**config.mk**
```make
export PLATFORM = sky130hd
export DESIGN_NAME = lage_ram
export DESIGN_NICKNAME = d
export VERILOG_FILES = /design/src/lage_ram.sv
export SDC_FILE = /design/constraint.sdc
export NUM_CORES = 2
export LEC_CHECK = 0
export BUFFER_PORTS_ARGS = -buffer_cell sky130_fd_sc_hd__buf_2
export CAP_MARGIN = 10
export CORE_MARGIN = 4
export CORE_UTILIZATION = 55
export DETAILED_ROUTE_END_ITERATION = 12
export HOLD_SLACK_MARGIN = 0.1
export PLACE_DENSITY = 0.78
export SYNTH_ARGS = -nofsm -noshare
export SYNTH_HDL_FRONTEND = slang
export SYNTH_SLANG_ARGS = --single-unit
export TNS_END_PERCENT = 20
```
**constraint.sdc**
```tcl
create_clock -name aclk -period 10.3 [get_ports aclk]
set_input_delay 0.515 -clock aclk [delete_from_list [all_inputs] [get_ports aclk]]
set_output_delay 0.515 -clock aclk [all_outputs]
set_load 0.01 [all_outputs]
```
**src/lage_ram.sv**
```systemverilog
module lage_ram #(
    parameter int WIDTH = 64,
    parameter int DEPTH = 64,
    localparam int AW   = $clog2(DEPTH)
) (
    input  logic             aclk,
    input  logic             we,
    input  logic [AW-1:0]    waddr,
    input  logic [WIDTH-1:0] wdata,
    input  logic             re,
    input  logic [AW-1:0]    raddr,
    output logic [WIDTH-1:0] rdata
);

    logic [WIDTH-1:0] mem_reg [DEPTH];
    logic [WIDTH-1:0] rdata_reg;

    always_ff @(posedge aclk) begin
        if (we) begin
            mem_reg[waddr] <= wdata;
        end
        if (re) begin
            rdata_reg <= mem_reg[raddr];
        end
    end

    assign rdata = rdata_reg;

endmodule

```
==> impl_metrics.sql <==
INSERT INTO impl_metrics (metric_group, metric, value, unit) VALUES
('status', 'run_status', 'completed', ''),
('global_routing', 'grt_busiest_layer', 'met2', ''),
('placed_design', 'placed_cell_area', '163000', 'um^2'),
('flow_run', 'timing.max_cap.violations', '0', ''),
('floorplan', 'die_height', '542', 'um'),
('synthesis', 'syn_area', '157000', 'um^2'),
('synthesis', 'synthCells', '6598', ''),
('sta', 'slew_viol_final', '0', ''),
('power_and_ir_drop', 'worst_ir_drop_vdd', '0.233', 'mV'),
('clock_network', 'cts.reportedPaths.clkPinSlew', '0.07', 'ns'),
('placed_design', 'place_hpwl', '210000', 'um'),
('sta', 'hold_viol_final', '0', ''),
('floorplan', 'io-pin-count', '143', ''),
('floorplan', 'core-area', '283000', 'um^2'),
('finish', 'layout.nets', '7032', ''),
('global_routing', 'antenna_found_initial', '41', ''),
('worst_setup_path', 'timing_worst_setup_path_type', 'in2reg', ''),
('synthesis', 'synth-async-reset-ratio', '0', '%'),
('synthesis', 'netlist-cell-type-count', '32', ''),
('sta', 'report.final.setup_viol', '0', ''),
('worst_setup_path', 'worst_setup_path_end_kind', 'flop', ''),
('sta', 'fin_crit_sh', '41.5', '%'),
('worst_setup_path', 'path_cells', 'buf_8 > buf_4 > buf_4 > buf_4 > mux4_2 > mux2i_1 > o22ai_1 > a31oi_1 > a211oi_1', ''),
('clock_network', 'clock_insertion_delay_worst_skew', '0.96', 'ns'),
('drt', 'route.vias.total', '79700', ''),
('sta', 'setup_total_negative_slack', '0', 'ns'),
('worst_setup_path', 'r2r_setup_slack', '7.85', 'ns'),
('synthesis', 'synth_top_flop_cell', 'sky130_fd_sc_hd__edfxtp_1', ''),
('drt', 'drt_iter0_drc', '14300', ''),
('worst_setup_path', 'cp_slowest_cell', 'sky130_fd_sc_hd__buf_4', ''),
('global_routing', 'first_pass_grt_wire_length', '628000', 'um'),
('sta', 'setup_ws', '6.02', 'ns'),
('worst_setup_path', 'cp_data_required_time', '10.91', 'ns'),
('finish', 'final_common_cell', 'sky130_fd_sc_hd__edfxtp_1', ''),
('sta', 'clock-skew-final', '0.0723', 'ns'),
('drt', 'avgRoutedWirePerCell', '40.4', 'um'),
('floorplan', 'initial_core_util', '55.4', '%'),
('clock_network', 'tritoncts_clock_tree', 'yes', ''),
('finish', 'final.fill_count', '17400', ''),
('global_routing', 'grt_max_degree', '122', ''),
('clock_network', 'post-cts-setup-buffers', '0', ''),
('synthesis', 'synth-warning-count', '0', ''),
('worst_setup_path', 'timing.critical_path.mode_cell', 'sky130_fd_sc_hd__buf_4', ''),
('worst_setup_path', 'crit_fanout', '72', ''),
('power_and_ir_drop', 'power_leakage', '54.5', 'nW'),
('finish', 'area.growth.synth_to_final', '11.9', '%'),
('worst_setup_path', 'start_kind', 'primary input', ''),
('global_routing', 'use_met3', '8.38', '%'),
('synthesis', 'synth_edf_count', '4160', ''),
('finish', 'final_design_area_no_fill', '176000', 'um^2'),
('drt', 'avgViaCountPerCell', '7.23', ''),
('floorplan', 'floorplan.rows', '195', ''),
('placed_design', 'portBuffers', '142', ''),
('global_routing', 'met1_routing_resource_usage_after_global_routing', '40.2', '%'),
('sta', 'timing_worst_slew_pin_value', '1.40', 'ns'),
('sta', 'unrepaired_setup_endpoints_after_global_routing', 'no', ''),
('worst_setup_path', 'critical_path_arrival', '4.89', 'ns'),
('clock_network', 'clock_sink_count', '4160', ''),
('clock_network', 'cts_htree_levels', '5', ''),
('clock_network', 'cts_hold_buf', '0', ''),
('placed_design', 'place.gp.congestion', '0.796', ''),
('drt', 'detail_route.wirelength', '446000', 'um'),
('drt', 'drt-pass1-iter-count', '6', ''),
('finish', 'drive_gt1_share', '28.0', '%'),
('clock_network', 'cts-root-buf', 'sky130_fd_sc_hd__clkbuf_16', ''),
('clock_network', 'cts_inserted_buffers', '391', ''),
('power_and_ir_drop', 'power-per-cell-area', '200', 'nW/um^2'),
('placed_design', 'dp_worst_setup_slack', '5.57', 'ns'),
('worst_setup_path', 'crit_path_max_incr_delay', '0.80', 'ns'),
('floorplan', 'floorplan.die_area', '294000', 'um^2'),
('finish', 'number_of_flip_flops_under_the_largest_register_name', '4096', '');
-- metrics by stage --
step	hold WS, ns	utilization (%)
finish	0.303	62.0
global route	0.248	62.0
CTS	0.230	62.0
detailed placement	0.899	57.5
global placement	0.888	57.5
floorplan	0.614	-
-- cell families (layout without fill, tap and decap cells) --
family                 after synthesis  count (layout)  share of synthesized area [%]
AND/OR/NAND/NOR                    386             386                           1.23
AO/OA/AOI/OAI                      504             504                           2.47
flip-flops                        4160            4160                           79.6
multiplexers                      1159            1159                           15.6
buffers and inverters              389            1058                           1.18
other                                0              18                              0
-- power breakdown --
group	switching (mW)	internal [mW]	total [mW]	leakage, nW
combinational	1.02	0.562	1.58	10.8
clock	6.34	8.28	14.6	6.25
sequential	0.0679	18.8	18.9	37.5
-- cell usage after synthesis (11+ instances only) --
| library cell | number | area [um^2] |
|---|---|---|
| sky130_fd_sc_hd__nand3_1 | 45 | 225 |
| sky130_fd_sc_hd__clkbuf_1 | 140 | 526 |
| sky130_fd_sc_hd__buf_4 | 34 | 255 |
| sky130_fd_sc_hd__a31oi_1 | 18 | 113 |
| sky130_fd_sc_hd__inv_1 | 19 | 71.3 |
| sky130_fd_sc_hd__nand2_1 | 58 | 218 |
| sky130_fd_sc_hd__nor2_1 | 112 | 420 |
| sky130_fd_sc_hd__mux2i_1 | 135 | 1350 |
| sky130_fd_sc_hd__a41oi_1 | 26 | 228 |
| sky130_fd_sc_hd__or3_1 | 29 | 181 |
| sky130_fd_sc_hd__a2bb2oi_1 | 19 | 166 |
| sky130_fd_sc_hd__a22oi_1 | 168 | 1260 |
| sky130_fd_sc_hd__buf_2 | 170 | 851 |
| sky130_fd_sc_hd__o221ai_1 | 38 | 333 |
| sky130_fd_sc_hd__edfxtp_1 | 4160 | 125000 |
| sky130_fd_sc_hd__a22o_1 | 88 | 771 |
| sky130_fd_sc_hd__mux4_2 | 1024 | 23100 |
| sky130_fd_sc_hd__o22ai_1 | 83 | 519 |
| sky130_fd_sc_hd__and3_1 | 64 | 400 |
| sky130_fd_sc_hd__buf_1 | 20 | 75.1 |
| sky130_fd_sc_hd__or2_2 | 28 | 175 |
| sky130_fd_sc_hd__nor2b_1 | 28 | 175 |
| sky130_fd_sc_hd__nand2b_1 | 11 | 68.8 |
| sky130_fd_sc_hd__a211oi_1 | 63 | 473 |
-- routing by layer --
layer / vias up / share of wire, %
li1: 29200 / -
met5: - / 0.080
met1: 41000 / 31
met2: 7752 / 47
met3: 1665 / 15
met4: 26 / 6.7
-- layout make-up --
class / count / area, um^2 / area share, %
clock buffers: 453 / 10100 / 5.78
multi-input cells: 2049 / 30800 / 17.5
flip-flops and latches: 4160 / 125000 / 71.1
clock inverters: 254 / 2680 / 1.52
inverters: 19 / 71.3 / 0.0406
well taps: 3743 / 4680 / 2.67
diodes: 18 / 45.0 / 0.0256
repair buffers: 332 / 2310 / 1.32
-- path summary, 6_finish.rpt --
| path | from | to | depth (start not counted) |
|---|---|---|---|
| worst max-delay path | raddr[2] | rdata[31]$_DFFE_PP_ | 9 |
| worst min-delay path | wdata[52] | mem_reg[16][52]$_DFFE_PP_ | 1 |
| worst max register to register | mem_reg[12][18]$_DFFE_PP_ | rdata[18]$_DFFE_PP_ | 5 |
| worst min register to register | mem_reg[35][42]$_DFFE_PP_ | rdata[42]$_DFFE_PP_ | 4 |
Note: power is estimated with default switching activity, not from simulation.
